===== src/udp_frame_header_parser_macros.svh =====
// ---------------------------------------------------------------------------
// udp_frame_header_parser assertion macros
// Shared concurrent assertion forms, clocked on clk and disabled in reset.
// ---------------------------------------------------------------------------
`ifndef UDP_FRAME_HEADER_PARSER_MACROS_SVH
`define UDP_FRAME_HEADER_PARSER_MACROS_SVH

// condition holds at every edge outside reset
`define UDPFHP_ASSERT(lbl, cond, msg) \
  lbl: assert property (@(posedge clk) disable iff (rst) (cond)) else $error(msg);

// antecedent at one edge implies consequent at the next edge
`define UDPFHP_ASSERT_NEXT(lbl, ante, cons, msg) \
  lbl: assert property (@(posedge clk) disable iff (rst) (ante) |=> (cons)) \
    else $error(msg);

`endif


===== src/udpfhp_pkg.sv =====
// ---------------------------------------------------------------------------
// udpfhp_pkg
// Word types, status codes and header offsets for the UDP frame header parser.
// ---------------------------------------------------------------------------
package udpfhp_pkg;

  // result status codes
  typedef enum logic [2:0] {
    ST_UDP      = 3'd0,
    ST_OWN      = 3'd1,
    ST_NOT_IPV4 = 3'd2,
    ST_BAD_HDR  = 3'd3,
    ST_NOT_UDP  = 3'd4,
    ST_TRUNC    = 3'd5
  } status_t;

  // byte offsets within the frame
  localparam int unsigned POS_W      = 6;
  localparam logic [POS_W-1:0] MAC_START  = 6'd6;
  localparam logic [POS_W-1:0] MAC_END    = 6'd12;
  localparam logic [POS_W-1:0] ET_END     = 6'd14;
  localparam logic [POS_W-1:0] IP_START   = 6'd14;
  localparam logic [POS_W-1:0] IP_END     = 6'd34;
  localparam logic [POS_W-1:0] HEADER_END = 6'd42;

  // field values checked
  localparam logic [15:0] ETHERTYPE_IPV4 = 16'h0800;
  localparam logic [7:0]  IP_VER_IHL     = 8'h45;
  localparam logic [7:0]  IP_PROTO_UDP   = 8'h11;
  localparam logic [15:0] SUM_OK         = 16'hFFFF;

  typedef struct packed {
    logic [7:0] frame_byte;
    logic       last_byte;
  } in_item_t;

  typedef struct packed {
    status_t     status;
    logic        checksum_ok;
    logic [15:0] ether_type;
    logic [15:0] ip_total_length;
    logic [15:0] ip_ident;
    logic [31:0] src_ip;
    logic [31:0] dst_ip;
    logic [15:0] src_port;
    logic [15:0] dst_port;
    logic [15:0] udp_length;
    logic [7:0]  udp_frame_count;
  } out_item_t;

  // input register contents handed to the parser
  typedef struct packed {
    logic     valid;
    in_item_t item;
  } stage_t;

  // parser handshake toward the input and output registers
  typedef struct packed {
    logic consume;
    logic res_valid;
  } parse_ctl_t;

endpackage


===== src/udpfhp_in_stage.sv =====
// ---------------------------------------------------------------------------
// udpfhp_in_stage
// Input register: holds one frame byte until the parser takes it.
// ---------------------------------------------------------------------------
module udpfhp_in_stage (
  input  logic                 clk,
  input  logic                 rst,
  input  logic                 in_valid,
  output logic                 in_ready,
  input  udpfhp_pkg::in_item_t in_data,
  input  logic                 consume,
  output udpfhp_pkg::stage_t   stage
);
  import udpfhp_pkg::*;

  logic     stage_valid;
  in_item_t stage_item;

  // free when empty or being drained this cycle
  assign in_ready = !stage_valid || consume;

  always_ff @(posedge clk) begin
    if (rst) begin
      stage_valid <= 1'b0;
    end else if (in_ready) begin
      stage_valid <= in_valid;
    end
  end

  always_ff @(posedge clk) begin
    if (in_valid && in_ready) begin
      stage_item <= in_data;
    end
  end

  assign stage.valid = stage_valid;
  assign stage.item  = stage_item;

endmodule


===== src/udpfhp_parser.sv =====
// ---------------------------------------------------------------------------
// udpfhp_parser
// Frame state (position, MAC shift, header sum, captured fields) and the
// per-frame verdict formed on the last byte.
// ---------------------------------------------------------------------------
`include "udp_frame_header_parser_macros.svh"

module udpfhp_parser (
  input  logic                   clk,
  input  logic                   rst,
  input  logic                   cfg_we,
  input  logic [47:0]            cfg_data,
  input  udpfhp_pkg::stage_t     stage,
  input  logic                   out_free,
  output udpfhp_pkg::parse_ctl_t ctl,
  output udpfhp_pkg::out_item_t  res
);
  import udpfhp_pkg::*;

  logic [47:0]      own_mac;
  logic [POS_W-1:0] byte_position, byte_position_next;
  logic [47:0]      source_mac, source_mac_next;
  logic [15:0]      header_sum, header_sum_next;
  logic [7:0]       high_byte_hold, high_byte_hold_next;
  logic [7:0]       first_header_byte, first_header_byte_next;
  logic [7:0]       protocol_byte, protocol_byte_next;
  logic [7:0]       frame_counter, frame_counter_next;
  out_item_t        fields, fields_next;

  logic [7:0]       b;
  logic             take;
  logic             advance;
  logic             frame_end;
  logic [16:0]      sum_wide;
  status_t          status;
  logic             ck;
  logic             full;

  assign b         = stage.item.frame_byte;
  // last byte waits until the result register can load
  assign advance   = stage.valid && (!stage.item.last_byte || out_free);
  assign frame_end = advance && stage.item.last_byte;
  assign take      = byte_position < HEADER_END;
  assign sum_wide  = {1'b0, header_sum} + {1'b0, high_byte_hold, b};

  assign ctl.consume   = advance;
  assign ctl.res_valid = frame_end;

  // own address register
  always_ff @(posedge clk) begin
    if (rst) begin
      own_mac <= '0;
    end else if (cfg_we) begin
      own_mac <= cfg_data;
    end
  end

  // byte capture for the current position
  always_comb begin
    byte_position_next     = byte_position;
    source_mac_next        = source_mac;
    header_sum_next        = header_sum;
    high_byte_hold_next    = high_byte_hold;
    first_header_byte_next = first_header_byte;
    protocol_byte_next     = protocol_byte;
    fields_next            = fields;
    if (take) begin
      byte_position_next = byte_position + 1'b1;
      if (byte_position >= MAC_START && byte_position < MAC_END) begin
        source_mac_next = {source_mac[39:0], b};
      end
      // ones-complement sum over the IPv4 header words, end-around carry
      if (byte_position >= IP_START && byte_position < IP_END) begin
        if (!byte_position[0]) begin
          high_byte_hold_next = b;
        end else begin
          header_sum_next = sum_wide[15:0] + {15'd0, sum_wide[16]};
        end
      end
      case (byte_position)
        6'd12: fields_next.ether_type[15:8]      = b;
        6'd13: fields_next.ether_type[7:0]       = b;
        6'd14: first_header_byte_next            = b;
        6'd16: fields_next.ip_total_length[15:8] = b;
        6'd17: fields_next.ip_total_length[7:0]  = b;
        6'd18: fields_next.ip_ident[15:8]        = b;
        6'd19: fields_next.ip_ident[7:0]         = b;
        6'd23: protocol_byte_next                = b;
        6'd26: fields_next.src_ip[31:24]         = b;
        6'd27: fields_next.src_ip[23:16]         = b;
        6'd28: fields_next.src_ip[15:8]          = b;
        6'd29: fields_next.src_ip[7:0]           = b;
        6'd30: fields_next.dst_ip[31:24]         = b;
        6'd31: fields_next.dst_ip[23:16]         = b;
        6'd32: fields_next.dst_ip[15:8]          = b;
        6'd33: fields_next.dst_ip[7:0]           = b;
        6'd34: fields_next.src_port[15:8]        = b;
        6'd35: fields_next.src_port[7:0]         = b;
        6'd36: fields_next.dst_port[15:8]        = b;
        6'd37: fields_next.dst_port[7:0]         = b;
        6'd38: fields_next.udp_length[15:8]      = b;
        6'd39: fields_next.udp_length[7:0]       = b;
        default: ;
      endcase
    end
  end

  // verdict, judged on the state including the last byte
  always_comb begin
    ck   = 1'b0;
    full = 1'b0;
    if (byte_position_next < MAC_END) begin
      status = ST_TRUNC;
    end else if (source_mac_next == own_mac) begin
      status = ST_OWN;
    end else if (byte_position_next < ET_END) begin
      status = ST_TRUNC;
    end else if (fields_next.ether_type != ETHERTYPE_IPV4) begin
      status = ST_NOT_IPV4;
    end else if (byte_position_next < IP_END) begin
      status = ST_TRUNC;
    end else begin
      ck = header_sum_next == SUM_OK;
      if (first_header_byte_next != IP_VER_IHL) begin
        status = ST_BAD_HDR;
      end else if (protocol_byte_next != IP_PROTO_UDP) begin
        status = ST_NOT_UDP;
      end else if (byte_position_next < HEADER_END) begin
        status = ST_TRUNC;
        ck     = 1'b0;
      end else begin
        status = ST_UDP;
        full   = 1'b1;
      end
    end
  end

  assign frame_counter_next = frame_counter + {7'd0, full};

  // result word
  always_comb begin
    res             = '0;
    res.status      = status;
    res.checksum_ok = ck;
    res.ether_type  = (byte_position_next >= ET_END) ? fields_next.ether_type : 16'd0;
    if (full) begin
      res.ip_total_length = fields_next.ip_total_length;
      res.ip_ident        = fields_next.ip_ident;
      res.src_ip          = fields_next.src_ip;
      res.dst_ip          = fields_next.dst_ip;
      res.src_port        = fields_next.src_port;
      res.dst_port        = fields_next.dst_port;
      res.udp_length      = fields_next.udp_length;
    end
    res.udp_frame_count = frame_counter_next;
  end

  // frame state
  always_ff @(posedge clk) begin
    if (rst) begin
      byte_position     <= '0;
      source_mac        <= '0;
      header_sum        <= '0;
      high_byte_hold    <= '0;
      first_header_byte <= '0;
      protocol_byte     <= '0;
      frame_counter     <= '0;
      fields            <= '0;
    end else if (advance) begin
      source_mac        <= source_mac_next;
      high_byte_hold    <= high_byte_hold_next;
      first_header_byte <= first_header_byte_next;
      protocol_byte     <= protocol_byte_next;
      fields            <= fields_next;
      if (stage.item.last_byte) begin
        byte_position <= '0;
        header_sum    <= '0;
        frame_counter <= frame_counter_next;
      end else begin
        byte_position <= byte_position_next;
        header_sum    <= header_sum_next;
      end
    end
  end

  `UDPFHP_ASSERT(a_pos_saturates, byte_position <= HEADER_END, "byte position past header end")
  `UDPFHP_ASSERT_NEXT(a_frame_restart, frame_end, byte_position == '0 && header_sum == '0,
                      "frame state not cleared after last byte")
  `UDPFHP_ASSERT_NEXT(a_count_on_parse, !(frame_end && full), $stable(frame_counter),
                      "frame count moved without a parsed UDP frame")

endmodule


===== src/udpfhp_out_stage.sv =====
// ---------------------------------------------------------------------------
// udpfhp_out_stage
// Result register: holds one verdict word until the consumer takes it.
// ---------------------------------------------------------------------------
module udpfhp_out_stage (
  input  logic                  clk,
  input  logic                  rst,
  input  logic                  load,
  input  udpfhp_pkg::out_item_t res,
  output logic                  out_free,
  output logic                  out_valid,
  input  logic                  out_ready,
  output udpfhp_pkg::out_item_t out_data
);
  import udpfhp_pkg::*;

  logic      res_valid;
  out_item_t res_word;

  // loadable when empty or draining this cycle
  assign out_free = !res_valid || out_ready;

  always_ff @(posedge clk) begin
    if (rst) begin
      res_valid <= 1'b0;
    end else if (load) begin
      res_valid <= 1'b1;
    end else if (out_ready) begin
      res_valid <= 1'b0;
    end
  end

  always_ff @(posedge clk) begin
    if (load) begin
      res_word <= res;
    end
  end

  assign out_valid = res_valid;
  assign out_data  = res_word;

endmodule


===== src/udp_frame_header_parser.sv =====
// ---------------------------------------------------------------------------
// udp_frame_header_parser
// Ethernet / IPv4 / UDP header parser, one frame byte per word.
// ---------------------------------------------------------------------------
// Takes one frame byte per cycle with no gaps needed, except while a last byte
// waits for the result register; one result word per frame. The last byte
// lands in the input register, and the verdict formed from it loads the
// result register once that register is free, so the output handshake
// follows the last byte's. The parse logic between the two registers
// holds a byte counter, a 16-bit end-around-carry adder for the IPv4 header
// sum and byte-capture registers; bytes past offset 41 are counted out and
// ignored. A finished result may wait in the result register while the next
// frame's bytes keep flowing; only a following last byte waits for that
// register to drain. The own MAC is written through cfg_valid/cfg_data,
// always ready, and should be changed only while no frame is in progress.
// ---------------------------------------------------------------------------
`include "udp_frame_header_parser_macros.svh"

module udp_frame_header_parser (
  input  logic                  clk,
  input  logic                  rst,
  input  logic                  in_valid,
  output logic                  in_ready,
  input  udpfhp_pkg::in_item_t  in_data,
  output logic                  out_valid,
  input  logic                  out_ready,
  output udpfhp_pkg::out_item_t out_data,
  input  logic                  cfg_valid,
  output logic                  cfg_ready,
  input  logic [47:0]           cfg_data
);
  import udpfhp_pkg::*;

  stage_t     stage;
  parse_ctl_t ctl;
  out_item_t  res;
  logic       out_free;

  assign cfg_ready = 1'b1;

  udpfhp_in_stage u_in (
    .clk      (clk),
    .rst      (rst),
    .in_valid (in_valid),
    .in_ready (in_ready),
    .in_data  (in_data),
    .consume  (ctl.consume),
    .stage    (stage)
  );

  udpfhp_parser u_parse (
    .clk      (clk),
    .rst      (rst),
    .cfg_we   (cfg_valid && cfg_ready),
    .cfg_data (cfg_data),
    .stage    (stage),
    .out_free (out_free),
    .ctl      (ctl),
    .res      (res)
  );

  udpfhp_out_stage u_out (
    .clk       (clk),
    .rst       (rst),
    .load      (ctl.res_valid),
    .res       (res),
    .out_free  (out_free),
    .out_valid (out_valid),
    .out_ready (out_ready),
    .out_data  (out_data)
  );

  `UDPFHP_ASSERT(a_result_has_room, !ctl.res_valid || out_free,
                 "result produced while result register is full")
  `UDPFHP_ASSERT(a_result_on_last, !ctl.res_valid || (stage.valid && stage.item.last_byte),
                 "result produced without a last byte")
  `UDPFHP_ASSERT_NEXT(a_result_lands, ctl.res_valid, out_valid,
                      "result word did not reach the output")

endmodule

===== config.mk =====
export PLATFORM = sky130hd
export DESIGN_NAME = udp_frame_header_parser
export DESIGN_NICKNAME = d
export VERILOG_FILES = /design/src/udpfhp_pkg.sv /design/src/udpfhp_in_stage.sv /design/src/udpfhp_parser.sv /design/src/udpfhp_out_stage.sv /design/src/udp_frame_header_parser.sv
export VERILOG_INCLUDE_DIRS = /design/src /design/src/src
export SDC_FILE = /design/constraint.sdc
export NUM_CORES = 1
export LEC_CHECK = 0
export BUFFER_PORTS_ARGS = -buffer_cell sky130_fd_sc_hd__buf_2
export CAP_MARGIN = 40
export CORE_MARGIN = 10
export CORE_UTILIZATION = 40
export DETAILED_ROUTE_END_ITERATION = 6
export PLACE_DENSITY = 0.59
export SETUP_SLACK_MARGIN = 0.15
export SYNTH_ARGS = -nofsm -noshare
export SYNTH_HDL_FRONTEND = slang
export SYNTH_HIERARCHICAL = 1
export SYNTH_SLANG_ARGS = --single-unit

===== constraint.sdc =====
create_clock -name clk -period 5.65 [get_ports clk]
set_input_delay 1.13 -clock clk [delete_from_list [all_inputs] [get_ports clk]]
set_output_delay 1.13 -clock clk [all_outputs]
set_load 0.05 [all_outputs]

Word-level counts from Yosys, hierarchy flattened
Cells that the tools add are included.
{ "totals": {"word_cells": 143, "ff_bits": 493} }
{ "op_classes": {"addsub": 4, "n_eq_ne": 27, "reduce_logical": 16, "bitwise_logic": 1, "magnitude_cmp": 10, "n_mux": 53} }
{ "op_table": {"columns": ["cell", "n"], "rows": [
  ["2-to-1 mux 8 bit", 24],
  ["2-to-1 mux 160 bit", 1],
  ["2-to-1 mux 48 bit", 2],
  ["equality test 6 x 5 -> 1 bit (second input constant)", 11],
  ["2-to-1 mux 16 bit", 4],
  ["equality test 48 bit", 1],
  ["equality test 6 bit (second input constant)", 8],
  ["< comparator 6 bit (second input constant)", 4],
  ["2-to-1 mux 3 bit", 7],
  ["equality test 6 x 4 -> 1 bit (second input constant)", 3],
  ["< comparator 6 x 4 -> 1 bit (second input constant)", 3],
  ["adder 16 x 16 -> 17 bit", 1],
  ["adder 16 x 1 -> 16 bit", 1],
  ["equality test 16 bit (second input constant)", 1],
  ["!= test 16 x 12 -> 1 bit (second input constant)", 1],
  ["2-to-1 mux 1 bit", 13],
  [">= comparator 6 x 4 -> 1 bit (second input constant)", 2],
  ["2-to-1 mux 6 bit", 2],
  ["adder 8 x 1 -> 8 bit", 1],
  ["!= test 8 x 5 -> 1 bit (second input constant)", 1],
  ["!= test 8 x 7 -> 1 bit (second input constant)", 1],
  ["adder 6 x 1 -> 6 bit (second input constant)", 1],
  [">= comparator 6 x 3 -> 1 bit (second input constant)", 1],
  ["logical AND 1 bit", 5],
  ["8 further kinds", 12]
]} }

Depth between registers and ports, before layout
Gate-level depths: netlist of run 1.
{ "logic_depth": {"depth_word": 12, "mapped_depth": 22, "depth_no_buf": 21} }

Modules after synthesis
Netlist of run 1, hierarchy kept.
{ "modules_own_cells": {"columns": ["mod", "n_inst", "area_each_um2", "seq_area_each_um2", "cells_each"], "rows": [
  ["udpfhp_parser", 1, 17120.2, 6206.0, 2387],
  ["udpfhp_out_stage", 1, 5211.2, 5185.0, 176],
  ["udpfhp_in_stage", 1, 332.8, 290.3, 15],
  ["udp_frame_header_parser", 1, 11.3, 0.0, 2]
]} }

Worst setup path after synthesis of run 1
No wires, ideal clock.
{ "synth_path": {"path_kind": "register to register", "from": "register u_in.stage_item, in the netlist u_in/stage[2]", "to": "register u_out.res_word, in the netlist u_out/out_data[168], data pin", "n_path_buf": 1, "arrival_time_ps": 4241, "setup_ps": 127, "required_time_ps": 5523, "synth_period_minus_slack_ps": 4368, "path_stages_with_launch": 20, "slack_ps": 1282, "cell_sequence": "edfxtp_1 > inv_1 > fa_1 > nand2b_1 > a21oi_1 > o21ai_0 > a21oi_1 > o21a_1 > o21a_1 > o21ai_0 > nand2b_1 > ha_1 > nor2b_1 > nand4_1 > or2_2 > or3_1 > a31oi_1 > nand3_1 > a2111oi_1 > buf_4"} }
{ "synth_via": {"elab_chain_len": 9, "elab_cells_between_ends": 23, "classes_between": "add/sub (2); eq/ne (5); mux (15); reduce/logical (1)"} }
{ "synth_lines": {"columns": ["item", "line", "source"], "rows": [
  ["start: declaration", "udpfhp_in_stage.sv:17", "in_item_t stage_item;"],
  ["start signal: assignment", "udpfhp_in_stage.sv:32", "stage_item <= in_data;"],
  ["adder 16 x 16 -> 17 bit", "udpfhp_parser.sv:44", "assign sum_wide = {1'b0, header_sum} + {1'b0, high_byte_hold, b};"],
  ["adder 16 x 1 -> 16 bit", "udpfhp_parser.sv:77", "header_sum_next = sum_wide[15:0] + {15'd0, sum_wide[16]};"],
  ["2-to-1 mux 16 bit", "udpfhp_parser.sv:74", "if (!byte_position[0]) begin"],
  ["2-to-1 mux 16 bit", "udpfhp_parser.sv:73", "if (byte_position >= IP_START && byte_position < IP_END) begin"],
  ["2-to-1 mux 16 bit", "udpfhp_parser.sv:67", "if (take) begin"],
  ["equality test 16 bit", "udpfhp_parser.sv:123", "ck = header_sum_next == SUM_OK;"],
  ["2-to-1 mux 1 bit", "udpfhp_parser.sv:128", "end else if (byte_position_next < HEADER_END) begin"],
  ["2-to-1 mux 1 bit", "udpfhp_parser.sv:126", "end else if (protocol_byte_next != IP_PROTO_UDP) begin"],
  ["2-to-1 mux 1 bit", "udpfhp_parser.sv:124", "if (first_header_byte_next != IP_VER_IHL) begin"],
  ["end signal: assignment", "udpfhp_out_stage.sv:35", "res_word <= res;"],
  ["end: declaration", "udpfhp_out_stage.sv:18", "out_item_t res_word;"]
]} }
Several ways; a longest one is shown, not always the timed one.
A chain may end at the register's enable or synchronous reset.

Worst setup path after layout of run 1
Ends and elaborated chain as after synthesis.

==> summary.txt, run 1 <==
status = finished, final reports clean
startpoint types = flip-flop
total track usage = 19.7%
CP top delay family = compound AO/OA/AOI/OAI gates
WP data arrival = 5.30 ns
Seq cells post-synth = 493
R2R Setup Slk = 0.73 ns
Final TNS setup = 0 ns
clk_lat worst skew = 0.61 ns
fin nets = 2,807
period utilization = 87.0%
Sink Count = 493
Crit Reg-Reg Endpoint = u_out/out_data[168]$_DFFE_PP_
CTS tree = done
Crit Path Max Fanout = 7
Worst IR Drop VDD = 229 uV
Total Power = 7.73 mW
Comb power frac = 8.2%
Async SR Flop Fraction = 0%
Hold Startpoint = u_parse/fields[27]$_SDFFE_PP0P_
IO Count = 237
Worst setup EP type = flip-flop
highest clock rate = 203 MHz
Tmin final = 4.92 ns
ANT cells = 0
Sw Share = 26.0%
wire length per cell = 19.5 um
Pwr Density = 298 mW/mm2
largest stage delay on the critical path = 0.46 ns
row count = 87
Final Core Density = 46.1%
Filler cells = 5,447
detailed-route via count = 19,200
Die H = 258 um
GPL Wtd Cong = 0.917
CP max-delay cell = fa_1
drt drc = 0
synth warn = 6
Seq/Total Area, Yosys = 51.5%
post-cts sizing count = 0
die area = 0.0666 mm2
H-tree depth = 2
post-CTS setup buffer count = 0
antenna viol nets, final = 0
DRT iter0 DRCs = 1,451
Final HPWL DP = 44.5 mm
ys flop type = dfxtp_1
Pleak = 8.57 nW
# port buffers = 235
vias in the first global route = 18,200
final WL = 68.6 mm
# hold bufs at CTS = 0
Power Internal = 5.73 mW
Psw = 2.01 mW
Synth cell types = 80
Clock Path Buffers = 3
Clk pwr share = 42.3%
Worst-path clk slew = 0.06 ns
hold path depth = 2
Max Cap Viol = 0
initial antenna violation count = 0
fraction of final layout cells sized beyond drive strength 1 = 14.4%
Root Driver = clkbuf_16
crit path cell chain = inv_1 > buf_4 > fa_1 > nand2b_1 > a21oi_1 > o21ai_0 > a21oi_1 > o21a_1 > o21a_1 > o21ai_0 > nand2b_1 > ha_1 > nor2b_1 > nand4_1 > or2_2 > or3_1 > a31oi_1 > nand3_1 > a2111oi_1
Slew headroom = 36.3%
r2r startpoint = u_in/stage[2]$_DFFE_PP_
Initial Utilization = 40.3%
Fin. Hold Viols = 0
Post-synth EDFFs = 181
CTS Buf Count = 54
Gate Count Post-Synth = 2,580
final setup violation count = 0
HP Class = flip-flop to flip-flop
Vias/cell = 5.46
FF-to-FF path depth = 19
crit path buf inv count = 2
Worst EP required = 6.03 ns
Synth-to-Final Area Change = 14.5%
top cell type's share of synthesized area = 27.5%
die width = 258 um
post-synthesis cell area = 0.0227 mm2
Mean Syn Cell Area = 8.79 um2
Yosys top cell by area = dfxtp_1
first-pass GRT wire length = 105 mm
Syn Nets = 2,668
largest cells by area after synthesis = dfxtp_1, edfxtp_1, nand2_1, a21oi_1, mux2i_1
gr ovfl total = 0
sequential share of power = 49.5%
worst hold endpoint = u_parse/fields[27]$_SDFFE_PP0P_
kind of critical path = flip-flop to flip-flop
Clock Skew = 0.0233 ns
RSZ-0062 raised after global routing = false
Slew Limit Fails = 0
drt pass-1 iters = 5
Core ar. = 0.0563 mm2
largest net degree at the start of global routing = 174
Slew @ Worst Pin = 0.955 ns
==> cells by family (layout without fill, tap and decap cells) <==
group,after synthesis,in the layout,share of synthesized area (%)
AOI/OAI and AO/OA,537,537,13.9
xor gates and xnor gates,76,76,2.94
adders and majority gates,26,26,1.47
buffers and inverters,237,419,4.41
DFF,493,493,51.5
muxes,105,105,4.64
other,1,1,0.0165
and+or+nand+nor,1105,1105,21.1
==> metal layers <==
layer / vias to the layer above / part of all wire, % / global-route usage (%)
met5: - / 0 / 0
li1: 9205 / - / -
met3: 102 / 7.2 / 3.76
met4: 0 / 2.3 / 5.26
met1: 9192 / 44 / 26.6
met2: 702 / 46 / 31.8
==> worst reg2reg max path, cell delays in order, from the launching register on <==
cell and delay (ns):
edfxtp_1 0.36, inv_1 0.05, buf_4 0.17, fa_1 0.46
nand2b_1 0.18, a21oi_1 0.33, o21ai_0 0.20, a21oi_1 0.26
o21a_1 0.22, o21a_1 0.14, o21ai_0 0.08, nand2b_1 0.15
ha_1 0.17, nor2b_1 0.23, nand4_1 0.27, or2_2 0.38
or3_1 0.36, a31oi_1 0.22, nand3_1 0.11, a2111oi_1 0.35
==> cells in the final DEF (no fill, tap or decap), drive strengths merged, types with 22 or more instances in the layout <==
cell / instances
nand2: 610
a21oi: 391
dfxtp: 312
buf: 267
nor2: 182
edfxtp: 181
nand3: 158
mux2i: 105
clkbuf: 74
inv: 55
xnor2: 38
xor2: 38
o21ai: 29
ha: 25
nor2b: 23
nor3: 22
==> cells in the mapped netlist, drive strengths merged (10+ instances only) <==
cell type and count:
nand2 610, a21oi 391, dfxtp 312, nor2 182, edfxtp 181, nand3 158
clkbuf 136, mux2i 105, inv 53, buf 48, xnor2 38, xor2 38
o21ai 29, ha 25, nor2b 23, nor3 22, nand2b 21, nor4 20
nand4 16, a22oi 13, a31oi 13, or2 11, o22ai 10
==> registers in the layout, indices dropped and copies added (netlist names), 8 cells and up <==
name	cells
u_in/stage	9
u_parse/header_sum	16
u_parse/high_byte_hold	8
u_parse/frame_counter	8
u_parse/source_mac	48
u_parse/first_header_byte	8
u_parse/fields	160
u_parse/protocol_byte	8
u_parse/own_mac	48
u_out/out_data	172
==> how the worst max path moves through the flow <==
| stage | start | end | slack, ns | cells after the start |
|---|---|---|---|---|
| after CTS | u_in/stage[2]$_DFFE_PP_ | u_out/out_data[168]$_DFFE_PP_ | 0.82 | 19 |
| after detailed placement | u_in/stage[2]$_DFFE_PP_ | u_out/out_data[168]$_DFFE_PP_ | 0.85 | 19 |
| after floorplan | u_in/stage[2]$_DFFE_PP_ | u_out/out_data[168]$_DFFE_PP_ | 1.28 | 19 |
| after global placement | u_in/stage[2]$_DFFE_PP_ | u_out/out_data[168]$_DFFE_PP_ | 0.96 | 19 |
| final | u_in/stage[2]$_DFFE_PP_ | u_out/out_data[168]$_DFFE_PP_ | 0.73 | 19 |
| after global routing | u_in/stage[2]$_DFFE_PP_ | u_out/out_data[168]$_DFFE_PP_ | 0.32 | 19 |
==> layout make-up <==
class | instances | area (um2) | share of cell area (%)
multi-input cells | 1850 | 10000 | 38.7
well taps | 756 | 946 | 3.64
repair buffers | 267 | 1460 | 5.63
clock inverters | 25 | 154 | 0.593
inverters | 53 | 204 | 0.786
flip-flops and latches | 493 | 11700 | 45.0
clock buffers | 74 | 1480 | 5.69
==> metrics by stage <==
stage	instance area [um2]	hold WS (ns)	setup WS, ns	instances
finish	26000	0.453	0.735	3518
detailed placement	24300	0.446	0.848	3418
global route	26000	0.472	0.321	3518
global placement	24300	0.442	0.959	3417
floorplan	22700	0.436	1.28	2580
CTS	25900	0.454	0.816	3517
==> power groups by stage <==
| stage | clock [mW] | sequential, mW | combinational [mW] |
|---|---|---|---|
| after CTS | 3.35 | 3.83 | 0.635 |
| final | 3.27 | 3.83 | 0.632 |
| after detailed placement | 0 | 3.90 | 0.634 |
| after global placement | 0 | 3.90 | 0.629 |
| after global routing | 3.48 | 3.83 | 0.665 |
| after floorplan | 0 | 4.08 | 0.229 |
(Power assumes the default switching activity.)
==> run 2: changes to the inputs <==
--- a/config.mk
+++ b/config.mk
@@ -10,9 +10,11 @@
 export CAP_MARGIN = 40
 export CORE_MARGIN = 10
 export CORE_UTILIZATION = 40
+export CTS_BUF_LIST = sky130_fd_sc_hd__clkbuf_16
 export DETAILED_ROUTE_END_ITERATION = 6
 export PLACE_DENSITY = 0.59
 export SETUP_SLACK_MARGIN = 0.15
+export SLEW_MARGIN = 20
 export SYNTH_ARGS = -nofsm -noshare
 export SYNTH_HDL_FRONTEND = slang
 export SYNTH_HIERARCHICAL = 1
==> run 2 against run 1 <==
- die area unchanged
- combinational power hardly changed
- routed wire length rose by 0.23%
- sequential share of layout area increased by 0.078 points
- core utilization shrank 0.080 points
- via count is 0.24% lower
- cell count barely moved
- design area decreased by 0.17%
- fmax hardly changed
- flip-flop and latch count did not move
- global-route usage about the same
- power shrank 1.3%
==> summary.txt, run 2 (same netlist as run 1, synthesis figures left out) <==
largest net degree at the start of global routing = 174 (unchanged)
fin nets = 2,808 (+0.036%)
Clock Skew = 0.0240 ns (+0.000745 ns)
period utilization = 86.9% (about the same)
first-pass GRT wire length = 105 mm (about the same)
clk_lat worst skew = 0.61 ns (about the same)
Max Cap Viol = 0 (unchanged)
Worst-path clk slew = 0.06 ns (about the same)
Slew @ Worst Pin = 0.974 ns (+0.0193 ns)
Filler cells = 5,454 (+0.13%)
Initial Utilization = 40.3% (unchanged)
vias in the first global route = 18,200 (-0.027%)
total track usage = 19.7% (about the same)
detailed-route via count = 19,200 (-0.24%)
Fin. Hold Viols = 0 (unchanged)
Comb power frac = 8.3% (about the same)
RSZ-0062 raised after global routing = false
# hold bufs at CTS = 0 (unchanged)
FF-to-FF path depth = 19 (unchanged)
final setup violation count = 0 (unchanged)
drt pass-1 iters = 5 (unchanged)
highest clock rate = 204 MHz (about the same)
Pwr Density = 295 mW/mm2 (-1.1%)
initial antenna violation count = 0 (unchanged)
r2r startpoint = u_in/stage[2]$_DFFE_PP_
Core ar. = 0.0563 mm2 (unchanged)
Clk pwr share = 41.6% (-0.7 points)
R2R Setup Slk = 0.74 ns (about the same)
status = finished, final reports clean
Final TNS setup = 0 ns (unchanged)
Largest register FFs = 172 (unchanged)
Root Driver = clkbuf_16
non-filler cells, final = 3,519 (+0.028%)
HP Class = flip-flop to flip-flop
Worst setup EP type = flip-flop
fraction of final layout cells sized beyond drive strength 1 = 14.3% (-0.11 points)
WP data arrival = 5.29 ns (about the same)
Total Power = 7.64 mW (-1.3%)
placed cells = 3,418 (unchanged)
kind of critical path = flip-flop to flip-flop
Die H = 258 um (unchanged)
die area = 0.0666 mm2 (unchanged)
Pleak = 8.62 nW (+0.49%)
IO Count = 237 (unchanged)
gr ovfl total = 0 (unchanged)
Crit Reg-Reg Endpoint = u_out/out_data[168]$_DFFE_PP_
CTS tree = done
# port buffers = 235 (unchanged)
most common cell after layout, fill and taps aside = nand2_1
Hold Startpoint = u_parse/fields[27]$_SDFFE_PP0P_
Clock Path Buffers = 3 (unchanged)
die width = 258 um (unchanged)
wire length per cell = 19.6 um (+0.20%)
CTS Buf Count = 54 (unchanged)
post-CTS setup buffer count = 0 (unchanged)
final hold slack = 0.453 ns (-0.000675 ns)
Worst IR Drop VDD = 230 uV (+0.21%)
DRT iter0 DRCs = 1,466 (+1.0%)
Power Internal = 5.63 mW (-1.7%)
Tmin final = 4.91 ns (-0.00304 ns)
drt drc = 0 (unchanged)
worst hold endpoint = u_parse/fields[27]$_SDFFE_PP0P_
startpoint types = flip-flop
ANT cells = 0 (unchanged)
hold path depth = 2 (unchanged)
Slew Limit Fails = 0 (unchanged)
Final HPWL DP = 44.5 mm (unchanged)
GPL Wtd Cong = 0.917 (unchanged)
Slew headroom = 35.0% (-1.3 points)
Synth-to-Final Area Change = 14.3%
final WL = 68.8 mm (+0.23%)
Sink Count = 493 (unchanged)
H-tree depth = 2 (unchanged)
Crit Path Max Fanout = 7 (unchanged)
Placement Cell Area = 0.0243 mm2 (unchanged)
Psw = 2.00 mW (-0.13%)
final instance area = 0.0259 mm2 (-0.17%)
commonest cells after routing, fill and taps aside = nand2_1, a21oi_1, dfxtp_1
Worst EP required = 6.03 ns (about the same)
antenna viol nets, final = 0 (unchanged)
post-cts sizing count = 0 (unchanged)
row count = 87 (unchanged)
Vias/cell = 5.44 (-0.27%)
Sw Share = 26.3% (+0.30 points)
sequential share of power = 50.1% (+0.6 points)
==> run 2: cell types whose count changed in the layout (fill, tap and decap cells not counted) <==
cell / previous run / this run
buf_2: 234 / 235
clkbuf_1: 15 / 0
clkbuf_8: 5 / 0
clkinv_1: 11 / 15
inv_1: 52 / 67
inv_2: 0 / 1
==> run 2: worst max-delay path by stage <==
stage,startpoint,to,slack (ns),cells past startpoint
after global routing,u_in/stage[2]$_DFFE_PP_,u_out/out_data[168]$_DFFE_PP_,0.32,19
after floorplan,u_in/stage[2]$_DFFE_PP_,u_out/out_data[168]$_DFFE_PP_,1.28,19
after CTS,u_in/stage[2]$_DFFE_PP_,u_out/out_data[168]$_DFFE_PP_,0.82,19
after global placement,u_in/stage[2]$_DFFE_PP_,u_out/out_data[168]$_DFFE_PP_,0.96,19
final,u_in/stage[2]$_DFFE_PP_,u_out/out_data[168]$_DFFE_PP_,0.74,19
after detailed placement,u_in/stage[2]$_DFFE_PP_,u_out/out_data[168]$_DFFE_PP_,0.85,19
==> run 2: area by class of cell <==
| cell class | count | area (um2) | share of cell area (%) |
|---|---|---|---|
| repair buffers | 268 | 1470 | 5.66 |
| clock buffers | 54 | 1350 | 5.22 |
| clock inverters | 45 | 229 | 0.884 |
| inverters | 53 | 204 | 0.787 |
| multi-input cells | 1850 | 10000 | 38.7 |
| flip-flops and latches | 493 | 11700 | 45.1 |
| well taps | 756 | 946 | 3.65 |
==> run 2: routing by layer <==
metal	GRT usage [%]	share of wire [%]	up-vias
met5	0	0	-
met4	5.26	2.2	0
met3	3.76	7.1	101
met2	31.9	46	698
met1	26.6	44	9134
li1	-	-	9221
==> run 2: per-stage QoR <==
stage | util, % | setup WS (ns)
after floorplan | - | 1.28
after global placement | 43.2 | 0.959
after detailed placement | 43.2 | 0.848
after CTS | 46.0 | 0.816
after global routing | 46.0 | 0.321
final | 46.0 | 0.738
==> run 2: power groups by stage <==
stage               registers [mW]  logic, mW  clock network (mW)
floorplan                     4.08      0.229                   0
global placement              3.90      0.629                   0
detailed placement            3.90      0.634                   0
CTS                           3.83      0.635                3.25
global route                  3.83      0.666                3.39
finish                        3.83      0.633                3.18
==> run 2: worst max-delay path, stage by stage, from the launching register on <==
cell and delay [ns]:
edfxtp_1 0.36, inv_1 0.05, buf_4 0.17, fa_1 0.46
nand2b_1 0.18, a21oi_1 0.33, o21ai_0 0.20, a21oi_1 0.26
o21a_1 0.22, o21a_1 0.14, o21ai_0 0.08, nand2b_1 0.15
ha_1 0.17, nor2b_1 0.23, nand4_1 0.27, or2_2 0.38
or3_1 0.36, a31oi_1 0.23, nand3_1 0.11, a2111oi_1 0.35
